[src/design/krh_pkg.sv]
`timescale 1ns / 1ps
// ----------------------------------------------------------------------------
// K-gram rolling hash package
// Shared widths, codes, payload types and the control and status bundles
// that pass between the controller and the datapath.
// ----------------------------------------------------------------------------
package krh_pkg;

    localparam int WINDOW_MAX_DEF = 64;

    localparam int GRAM_W    = 7;
    localparam int HASH_W    = 64;
    localparam int IDX_W     = 32;
    localparam int LINE_W    = 24;
    localparam int BYTE_W    = 8;
    localparam int CMD_W     = 2;
    localparam int CFG_IDX_W = 1;
    localparam int MSEL_W    = 3;

    localparam logic [CMD_W-1:0] CMD_BYTE       = 2'd0;
    localparam logic [CMD_W-1:0] CMD_TOKEN_END  = 2'd1;
    localparam logic [CMD_W-1:0] CMD_NEW_STREAM = 2'd2;

    localparam logic [CFG_IDX_W-1:0] CFG_GRAM_SIZE = 1'd0;
    localparam logic [CFG_IDX_W-1:0] CFG_HASH_BASE = 1'd1;

    localparam logic [GRAM_W-1:0] GRAM_SIZE_RST = 7'd5;
    localparam logic [HASH_W-1:0] HASH_BASE_RST = 64'd257;

    localparam logic [MSEL_W-1:0] MSEL_ACC_BASE  = 3'd0;
    localparam logic [MSEL_W-1:0] MSEL_LP_BASE   = 3'd1;
    localparam logic [MSEL_W-1:0] MSEL_OLD_LP    = 3'd2;
    localparam logic [MSEL_W-1:0] MSEL_DIFF_BASE = 3'd3;
    localparam logic [MSEL_W-1:0] MSEL_ROLL_BASE = 3'd4;

    typedef struct packed {
        logic [CMD_W-1:0]  cmd;
        logic [BYTE_W-1:0] byte_value;
        logic [LINE_W-1:0] line;
    } item_t;

    typedef struct packed {
        logic [HASH_W-1:0] window_hash;
        logic [IDX_W-1:0]  start_index;
        logic [IDX_W-1:0]  end_index;
        logic [LINE_W-1:0] min_line;
        logic [LINE_W-1:0] max_line;
    } result_t;

    typedef struct packed {
        logic              latch_in;
        logic              new_stream;
        logic              mul_start;
        logic [MSEL_W-1:0] mul_sel;
        logic              acc_byte;
        logic              tok_value;
        logic              pwr_step;
        logic              roll_load;
        logic              commit;
        logic              scan_step;
        logic              out_load;
    } krh_ctl_t;

    typedef struct packed {
        logic mul_done;
        logic pwr_done;
        logic k_zero;
        logic k_one;
        logic full_before;
        logic emit;
        logic scan_last;
    } krh_sts_t;

endpackage

[src/design/krh_ctrl.sv]
`timescale 1ns / 1ps
// ----------------------------------------------------------------------------
// K-gram rolling hash controller
// Sequences each accepted item through the datapath and owns both
// handshakes, including the result register's valid flag.
// ----------------------------------------------------------------------------
module krh_ctrl
    import krh_pkg::*;
(
    input  logic             clk,
    input  logic             rst_n,
    input  logic             item_valid,
    input  logic [CMD_W-1:0] item_cmd,
    output logic             item_ready,
    output logic             result_valid,
    input  logic             result_ready,
    input  logic             cfg_wr_en,
    input  krh_sts_t         sts,
    output krh_ctl_t         ctl
);

    localparam logic [3:0] S_IDLE   = 4'd0;
    localparam logic [3:0] S_BYTE_W = 4'd1;
    localparam logic [3:0] S_TOKV_W = 4'd2;
    localparam logic [3:0] S_SUB_W  = 4'd3;
    localparam logic [3:0] S_ROLL_W = 4'd4;
    localparam logic [3:0] S_COMMIT = 4'd5;
    localparam logic [3:0] S_SCAN_A = 4'd6;
    localparam logic [3:0] S_SCAN_B = 4'd7;
    localparam logic [3:0] S_OUT    = 4'd8;
    localparam logic [3:0] S_PWR    = 4'd9;
    localparam logic [3:0] S_PWR_W  = 4'd10;

    logic [3:0] state_reg, state_next;
    logic       out_valid_reg, out_valid_next;
    logic       accept;

    assign item_ready = (state_reg == S_IDLE);
    assign accept     = item_valid && item_ready;

    always_comb
    begin
        state_next = state_reg;
        ctl        = '0;
        ctl.mul_sel = MSEL_ACC_BASE;

        if (cfg_wr_en)
        begin
            state_next = S_PWR;
        end
        else
        begin
            unique case (state_reg)
                S_IDLE:
                begin
                    if (accept)
                    begin
                        ctl.latch_in = 1'b1;
                        unique case (item_cmd)
                            CMD_BYTE:
                            begin
                                ctl.mul_start = 1'b1;
                                state_next    = S_BYTE_W;
                            end
                            CMD_TOKEN_END:
                            begin
                                ctl.mul_start = 1'b1;
                                state_next    = S_TOKV_W;
                            end
                            CMD_NEW_STREAM:
                            begin
                                ctl.new_stream = 1'b1;
                            end
                            default: ;
                        endcase
                    end
                end
                S_BYTE_W:
                begin
                    if (sts.mul_done)
                    begin
                        ctl.acc_byte = 1'b1;
                        state_next   = S_IDLE;
                    end
                end
                S_TOKV_W:
                begin
                    if (sts.mul_done)
                    begin
                        ctl.tok_value = 1'b1;
                        if (sts.k_zero)
                        begin
                            state_next = S_COMMIT;
                        end
                        else if (sts.full_before)
                        begin
                            ctl.mul_start = 1'b1;
                            ctl.mul_sel   = MSEL_OLD_LP;
                            state_next    = S_SUB_W;
                        end
                        else
                        begin
                            ctl.mul_start = 1'b1;
                            ctl.mul_sel   = MSEL_ROLL_BASE;
                            state_next    = S_ROLL_W;
                        end
                    end
                end
                S_SUB_W:
                begin
                    if (sts.mul_done)
                    begin
                        ctl.mul_start = 1'b1;
                        ctl.mul_sel   = MSEL_DIFF_BASE;
                        state_next    = S_ROLL_W;
                    end
                end
                S_ROLL_W:
                begin
                    if (sts.mul_done)
                    begin
                        ctl.roll_load = 1'b1;
                        state_next    = S_COMMIT;
                    end
                end
                S_COMMIT:
                begin
                    ctl.commit = 1'b1;
                    if (!sts.emit)
                    begin
                        state_next = S_IDLE;
                    end
                    else if (sts.k_one)
                    begin
                        state_next = S_OUT;
                    end
                    else
                    begin
                        state_next = S_SCAN_A;
                    end
                end
                S_SCAN_A:
                begin
                    state_next = S_SCAN_B;
                end
                S_SCAN_B:
                begin
                    ctl.scan_step = 1'b1;
                    state_next    = sts.scan_last ? S_OUT : S_SCAN_A;
                end
                S_OUT:
                begin
                    if (!out_valid_reg || result_ready)
                    begin
                        ctl.out_load = 1'b1;
                        state_next   = S_IDLE;
                    end
                end
                S_PWR:
                begin
                    if (sts.pwr_done)
                    begin
                        state_next = S_IDLE;
                    end
                    else
                    begin
                        ctl.mul_start = 1'b1;
                        ctl.mul_sel   = MSEL_LP_BASE;
                        state_next    = S_PWR_W;
                    end
                end
                S_PWR_W:
                begin
                    if (sts.mul_done)
                    begin
                        ctl.pwr_step = 1'b1;
                        state_next   = S_PWR;
                    end
                end
                default:
                begin
                    state_next = S_PWR;
                end
            endcase
        end
    end

    always_comb
    begin
        if (ctl.out_load)
        begin
            out_valid_next = 1'b1;
        end
        else if (result_ready)
        begin
            out_valid_next = 1'b0;
        end
        else
        begin
            out_valid_next = out_valid_reg;
        end
    end

    always_ff @(posedge clk or negedge rst_n)
    begin
        if (!rst_n)
        begin
            state_reg     <= S_PWR;
            out_valid_reg <= 1'b0;
        end
        else
        begin
            state_reg     <= state_next;
            out_valid_reg <= out_valid_next;
        end
    end

    assign result_valid = out_valid_reg;

endmodule

[config.mk]
export PLATFORM = sky130hd
export DESIGN_NAME = krh_ctrl
export DESIGN_NICKNAME = d
export VERILOG_FILES = /design/src/design/krh_pkg.sv /design/src/design/krh_ctrl.sv
export SDC_FILE = /design/constraint.sdc
export NUM_CORES = 1
export LEC_CHECK = 0
export BUFFER_PORTS_ARGS = -buffer_cell sky130_fd_sc_hd__buf_2
export CORE_MARGIN = 2
export CORE_UTILIZATION = 40
export CTS_CLUSTER_DIAMETER = 200
export DETAILED_ROUTE_END_ITERATION = 8
export GPL_ROUTABILITY_DRIVEN = 0
export PLACE_DENSITY_LB_ADDON = 0.3
export SETUP_SLACK_MARGIN = 0.1
export SLEW_MARGIN = 20
export SYNTH_ARGS = -nofsm -noshare
export SYNTH_HDL_FRONTEND = slang
export SYNTH_SLANG_ARGS = --single-unit
[constraint.sdc]
create_clock -name clk -period 3.1 [get_ports clk]
set_clock_uncertainty 0.2 [all_clocks]
set_input_delay 0.465 -clock clk [delete_from_list [all_inputs] [get_ports clk]]
set_output_delay 0.465 -clock clk [all_outputs]
set_load 0.02 [all_outputs]
### After elaboration in Yosys (flattened, before gate mapping)

Index checks and enable logic that the tools add are counted.

* bits in registers: 5
* latch bits: 0
* bits in writable memories: 0
* memory bits (read-only): 0
* bits of input ports: 14
* memories: 0

* add/sub/neg operators: 0
* multipliers: 0
* div/mod/pow operators: 0
* magnitude comparators: 0
* equal/unequal tests: 20
* shifts and indexed selects: 0
* multiplexer cells: 39
* bitwise logic cells: 0
* reduce and logical (&&, ||, !) cells: 8

Operators by type and width (number)
* $mux 4: 17
* $pmux 4 s11: 1
* $ne 3x3->1 const B: 6
* $eq 4x3->1 const B: 4
* $mux 1: 13
* $mux 13: 1
* $eq 4x4->1 const B: 3
* $mux 3: 3
* $pmux 3 s3: 1
* $eq 4x2->1 const B: 2
* $pmux 4 s2: 1
* $reduce_and 8->1: 1
* $eq 4x1->1 const B: 1
* $logic_not 4->1: 1
* $ne 4x1->1 const B: 1
* $pmux 1 s4: 1
* $ne 3x1->1 const B: 1
* $eq 2x1->1 const B: 1
* $eq 2x2->1 const B: 1
* $logic_not 2->1: 1
* $mux 2: 1
* $reduce_bool 2->1: 1
* $reduce_or 2->1: 1
* $logic_and 1x1->1: 1
* 2 further kinds: 2

### Depth between registers and ports, before layout

Gate-level depths: netlist of the first run.

* depth after elaboration: 7
* gate-level depth with buffers: 6
* mapped depth without buffers: 4

### Worst setup path after synthesis of the first run

Ideal clock, no wire load.

* path kind: register to output
* start: reg state_reg[3]
* end: out ctl[10] in the netlist's numbering
* data arrival time: 1893 ps
* setup slack: 542 ps
* cell stages (with the launch flop): 6
* path buffers: 1
* path through: dfstp_2 -> buf_2 -> nor4_2 -> nand2_1 -> or2_2 -> a31oi_1

RTL lines
* start, declared: line krh_ctrl.sv:34 `logic [3:0] state_reg, state_next;`
* start signal, assigned: line krh_ctrl.sv:213 `state_reg <= state_next;`
* end, declared: line krh_ctrl.sv:19 `output krh_ctl_t ctl`

==> flow_summary_export.csv, run 1 <==
group,metric,value,unit
placed_design,place_hpwl,1290,um
routing,vias,784,
yosys,netlist_instances,93,
final_layout,largest_reg_flops,4,
timing,period_share,81.5,%
timing,timing.setup.tns,0,ns
pwr,vdd_ir_drop_max,0.000243,V
status,status,"complete, no violations",
pwr,p_comb_share,52.0,%
cts,clockRootBuffer,"clkbuf_4",
routing,wirelength,1650,um
yosys,syn-cell-area,669,um2
pwr,p_seq_share,34.4,%
pwr,switchingPower,0.263,mW
floorplanning,core_region_area,1540,um2
timing,max_slew_margin,65.2,%
routing,vias_per_cell,5.85,
setup_path,worstPathArrival,1.86,ns
final_layout,layout-drive-gt1-share,33.9,%
flow_run,max_cap_violations,0,
yosys,syn-num-nets,107,
cts,cts_tree,"yes",
setup_path,crit_family,"simple AND/OR/NAND/NOR gates",
setup_path,cp_max_fo,18,
floorplanning,dieArea,2020,um2
global_route,antenna_found_initial,0,
routing,drt_iter0_markers,21,
global_route,grt_pass1_vias,634,
setup_path,criticalPathCategory,"register to output pin",
yosys,avgSynthCellArea,7.20,um2
floorplanning,start_util,43.4,%
routing,ant_nets,0,
pwr,p_sw_share,49.6,%
final_layout,antenna_cells,0,
timing,finalHoldViolCount,0,
pwr,leakage,0.422,nW
final_layout,layout_common_cells,"28 x buf_2, 11 x nor2_1, 7 x nand2_1, 7 x o21ai_0",
setup_path,cpPeakStageDelay,0.56,ns
cts,post_cts_buffers,0,
yosys,yosysSeqAreaShare,19.1,%
global_route,grt_use_total,16.9,%
timing,min_period,2.53,ns
timing,fmax,0.396,GHz
floorplanning,rows,14,
timing,slew_viol_final,0,
yosys,yosysWarningCount,0,
setup_path,crit_path_cell_trace,"nor4_2 -> nand2_1 -> or2_2 -> a31oi_1 -> buf_2",
cts,cts_inserted_buffers,3,
routing,wire_per_inst,12.3,um
final_layout,final_common_cell,"buf_2",
floorplanning,num_io_pins,29,
pwr,powerDensity,640,nW/um2
yosys,synth_largest_area_cell,"dfrtp_1",
setup_path,cp-start-kind,"register",
cts,htree_levels,1,
cts,clock-sinks,5,
global_route,grt_overflow,0,
routing,drcViolationCount,0,
setup_path,cpMaxStageDelayCell,"dfrtp_1",
yosys,synth_top_cells_by_area,"dfrtp_1 11%, dfstp_2 7.9%, nor2_1 6.2%, and3_1 5.6%, o21ai_0 5.2%",
setup_path,endpoint_kind,"output pin",
worst_hold_path,min_path_type,"register to register",
floorplanning,fp.dieW,44.9,um
pwr,p_int,0.268,mW
placed_design,dp_slack,0.816,ns
yosys,ys_ff_latch,5,
routing,drt_pass1_iterations,4,
timing,tightest_slew,0.522,ns
timing,setup_viol,0,
pwr,clock_power_share,13.6,%
timing,holdWs,0.341,ns
timing,rsz0062_at_grt,"no",
final_layout,final_nets,133,
cts,clk_pin_slew,0.04,ns
timing,timing.final.ws_setup,0.575,ns
floorplanning,die_h,44.9,um
setup_path,cp.required,2.43,ns
final_layout,synthToLayoutAreaGrowth,23.9,%
global_route,grt_pass1_wl,2640,um
yosys,ys_types,35,
cts,clock_path_buffers,2,
pwr,power,0.531,mW
global_route,grt_max_degree,21,
cts,clock_latency,0.23,ns
placed_design,port_buffers,28,
setup_path,critPathBufInv,1,
yosys,synth_top_area_share,11.2,%
[power groups by stage]
stage	clock network, mW	registers, mW	logic (mW)
finish	0.0720	0.183	0.276
global route	0.0801	0.194	0.308
CTS	0.0731	0.180	0.278
detailed placement	0	0.181	0.276
global placement	0	0.180	0.274
floorplan	0	0.122	0.267
[through the flow]
stage	cells	area (um2)	utilization, %
after floorplan	93	669	-
after CTS	134	830	53.8
after global routing	134	830	53.8
final	134	830	53.8
after global placement	129	793	51.5
after detailed placement	129	793	51.5
[worst reg2reg max path, cell delays in order, from the launching register on]
cell	delay [ns]
dfstp_2	0.73
nor2b_1	0.16
and3b_1	0.24
or3_4	0.36
o41ai_2	0.34
[timing repair]
item,CTS,global route
setup endpoints to repair,0,0
gates resized for setup,0,0
hold buffers,1,0
hold endpoints to repair,3,0
[cell usage after synthesis]
cell	count
o41ai_2	2
dfstp_2	2
a2111o_1	1
clkbuf_1	5
or3_4	1
nor2_1	11
o211ai_1	2
nor4_2	1
o21a_1	1
o2111ai_1	1
or3_1	3
nand2b_1	3
nor4b_1	1
buf_2	2
inv_1	6
and4_1	1
nand4_1	2
nor3_1	3
nor3b_1	3
o32a_1	1
or2_2	1
nand3_1	4
o21ai_0	7
a211oi_1	1
o31ai_1	2
nand2_1	7
a211oi_2	1
o311a_1	1
a31oi_1	1
nor2b_1	2
buf_4	1
dfrtp_1	3
and3b_1	3
nor3b_2	1
and3_1	6
[layer usage]
metal | track usage [%] | share of wire, % | vias up | routed length [um]
met3 | 0 | 4.8 | 0 | 80
met5 | 0 | 0 | - | 0
li1 | - | - | 396 | -
met4 | 1.76 | 0 | 0 | 0
met2 | 29.3 | 49 | 26 | 806
met1 | 24.8 | 46 | 362 | 765
[final timing paths]
check / startpoint / end / slack, ns / depth (start not counted)
worst min register to register: result_valid / result_valid / 0.34 / 2
worst max register to register: state_reg[3] / state_reg[2] / 0.96 / 4
min in group asynchronous: rst_n / state_reg[1] / 0.38 / 2
max in group asynchronous: rst_n / state_reg[0] / 2.11 / 2
worst max-delay path: state_reg[1] / ctl[10] / 0.57 / 5
worst min-delay path: result_valid / result_valid / 0.34 / 2
[cell type report]
class,instances,area [um2]
inverter,6,22.5
sequential,5,128
clock buffer,4,26.3
multi-input combinational,74,483
timing repair buffer,29,150
fill,153,712
tap,16,20.0
[kinds of logic after synthesis]
logic type      count (synthesis)  synth area share [%]
flops                           5                  19.1
buf+inv                        14                  8.79
compound gates                 21                  25.6
simple gates                   53                  46.5
(Power assumes the default switching activity.)
==> run 2: changes to the inputs <==
==> constraint.sdc (replaced) <==
create_clock -name clk -period 2.6 [get_ports clk]
set_clock_uncertainty 0.2 [all_clocks]
set_input_delay 0.39 -clock clk [delete_from_list [all_inputs] [get_ports clk]]
set_output_delay 0.39 -clock clk [all_outputs]
set_load 0.02 [all_outputs]
==> run 2 against run 1 <==
- flip-flop and latch count did not move
- setup slack got worse by 0.36 ns
- largest power group unchanged
- combinational power is 34% higher
- sequential share of layout area fell by 0.43 points
- die area unchanged
- routed wire length is 9.4% higher
- count of clock-buffer cells in the layout stayed put
- clock power increased by 17%
- cell area grew 2.9%
- highest routed layer unchanged
- core utilization grew 1.5 points
- cell count rose by 1.5%
- via count increased by 2.8%
==> flow_summary_export.csv, run 2 (synthesis results as in run 1) <==
group,metric,value,unit
final_layout,synthToLayoutAreaGrowth,27.5,%
cts,clock-sinks,5,
worst_hold_path,hold-path-endpoint,"result_valid",
pwr,vdd_ir_drop_max,0.000259,V
final_layout,final_common_cell,"buf_2",
timing,slew_viol_final,0,
timing,period_share,91.7,%
worst_hold_path,min_path_cells,3,
cts,post_cts_buffers,0,
placed_design,dp_cells,131,
floorplanning,start_util,43.4,%
worst_hold_path,min-delay-start,"result_ready",
final_layout,layout-drive-gt1-share,35.0,%
routing,wire_per_inst,13.3,um
routing,drcViolationCount,0,
final_layout,final_area,853,um2
setup_path,criticalPathCategory,"register to output pin",
setup_path,rr_worst_depth,4,
global_route,grt_pass1_vias,672,
pwr,leakage,0.433,nW
global_route,grt_use_total,18.8,%
cts,clock_latency,0.23,ns
timing,setup_viol,0,
setup_path,reg2reg_to,"state_reg[1]",
status,status,"complete, no violations",
setup_path,r2r_setup_slack,0.46,ns
final_layout,largest_reg_flops,4,
final_layout,antenna_cells,0,
global_route,grt_max_degree,21,
placed_design,place_area,808,um2
setup_path,crit_path_cell_trace,"inv_1 -> or3_1 -> nand3_1 -> a31oi_1 -> buf_2",
setup_path,cpPeakStageDelay,0.72,ns
cts,clk_pin_slew,0.04,ns
worst_hold_path,min_path_type,"input port to register",
final_layout,final_nets,135,
routing,vias,806,
flow_run,max_cap_violations,0,
setup_path,endpoint_kind,"output pin",
setup_path,worstReg2RegStart,"state_reg[3]",
placed_design,place_hpwl,1400,um
global_route,grt_overflow,0,
global_route,antenna_found_initial,0,
timing,max_slew_margin,72.7,%
final_layout,fin_util,55.4,%
timing,finalHoldViolCount,0,
floorplanning,num_io_pins,29,
final_layout,layout_common_cells,"28 x buf_2, 11 x nor2_1, 7 x nand2_1, 7 x o21ai_0",
pwr,power,0.659,mW
setup_path,cp.required,2.01,ns
floorplanning,core_region_area,1540,um2
routing,vias_per_cell,5.93,
cts,clock_path_buffers,2,
timing,fmax,0.419,GHz
routing,drt_pass1_iterations,4,
setup_path,worstPathArrival,1.79,ns
final_layout,fillers,158,
routing,wirelength,1810,um
floorplanning,dieArea,2020,um2
pwr,powerDensity,772,nW/um2
global_route,grt_pass1_wl,2880,um
placed_design,port_buffers,28,
cts,htree_levels,1,
routing,ant_nets,0,
setup_path,cpMaxStageDelayCell,"dfstp_2",
setup_path,cp-start-kind,"register",
timing,tightest_slew,0.408,ns
timing,min_period,2.38,ns
cts,cts_inserted_buffers,3,
cts,clockRootBuffer,"clkbuf_4",
timing,timing.setup.tns,0,ns
routing,drt_iter0_markers,25,
floorplanning,fp.dieW,44.9,um
timing,rsz0062_at_grt,"no",
setup_path,cp_max_fo,18,
floorplanning,die_h,44.9,um
cts,cts_tree,"yes",
final_layout,final_cells,136,
floorplanning,rows,14,
## run 2: changes by cell type in the layout (fill, tap and decap cells not counted), sizes merged
cell,before,now
buf,28,30
## run 2: worst max-delay path, delay by kind of cell, from the launching register on
family          cells  cell delay (ns)
flops               1             0.72
simple gates        2             0.42
buf+inv             2             0.38
compound gates      1             0.04
## run 2: power breakdown
group	switching, mW	internal (mW)	total [mW]	leakage, nW
combinational	0.215	0.155	0.369	0.356
sequential	0.0868	0.118	0.205	0.0618
clock	0.0263	0.0577	0.0840	0.0150
## run 2: metrics by stage
| stage | worst slack, ns | hold WS (ns) |
|---|---|---|
| after detailed placement | 0.466 | 0.00431 |
| after global placement | 0.521 | 0.00289 |
| final | 0.216 | 0.293 |
| after floorplan | 0.117 | -0.106 |
| after global routing | 0.109 | 0.315 |
| after CTS | 0.203 | 0.290 |
## run 2: routing by layer
layer / GRT usage (%) / wire, um / part of all wire, % / up-vias
met2: 33.3 / 931 / 51 / 41
li1: - / - / - / 400
met4: 3.53 / 0 / 0 / 0
met5: 0 / 0 / 0 / -
met1: 25.2 / 752 / 42 / 365
met3: 1.20 / 124 / 6.9 / 0
## run 2: final cells by class
cell class                      count  area (um2)  area share [%]
Timing Repair Buffer               31         165            19.4
Tap cell                           16        20.0            2.35
Clock buffer                        4        26.3            3.08
Sequential cell                     5         128            15.0
Inverter                            6        22.5            2.64
Multi-Input combinational cell     74         492            57.6
## run 2: what timing repair did
item | CTS | global route
resized for setup | 0 | 1
hold endpoints to repair | 5 | 0
hold buffers | 1 | 0
endpoints found under the setup margin | 0 | 1
## run 2: worst max path at each step
stage               slack [ns]          from  cells past startpoint      end
global route              0.11  state_reg[0]                      5  ctl[10]
detailed placement        0.47  state_reg[3]                      5  ctl[10]
CTS                       0.20  state_reg[3]                      5  ctl[10]
global placement          0.52  state_reg[0]                      5  ctl[10]
floorplan                 0.12  state_reg[3]                      5  ctl[10]
finish                    0.22  state_reg[0]                      5  ctl[10]
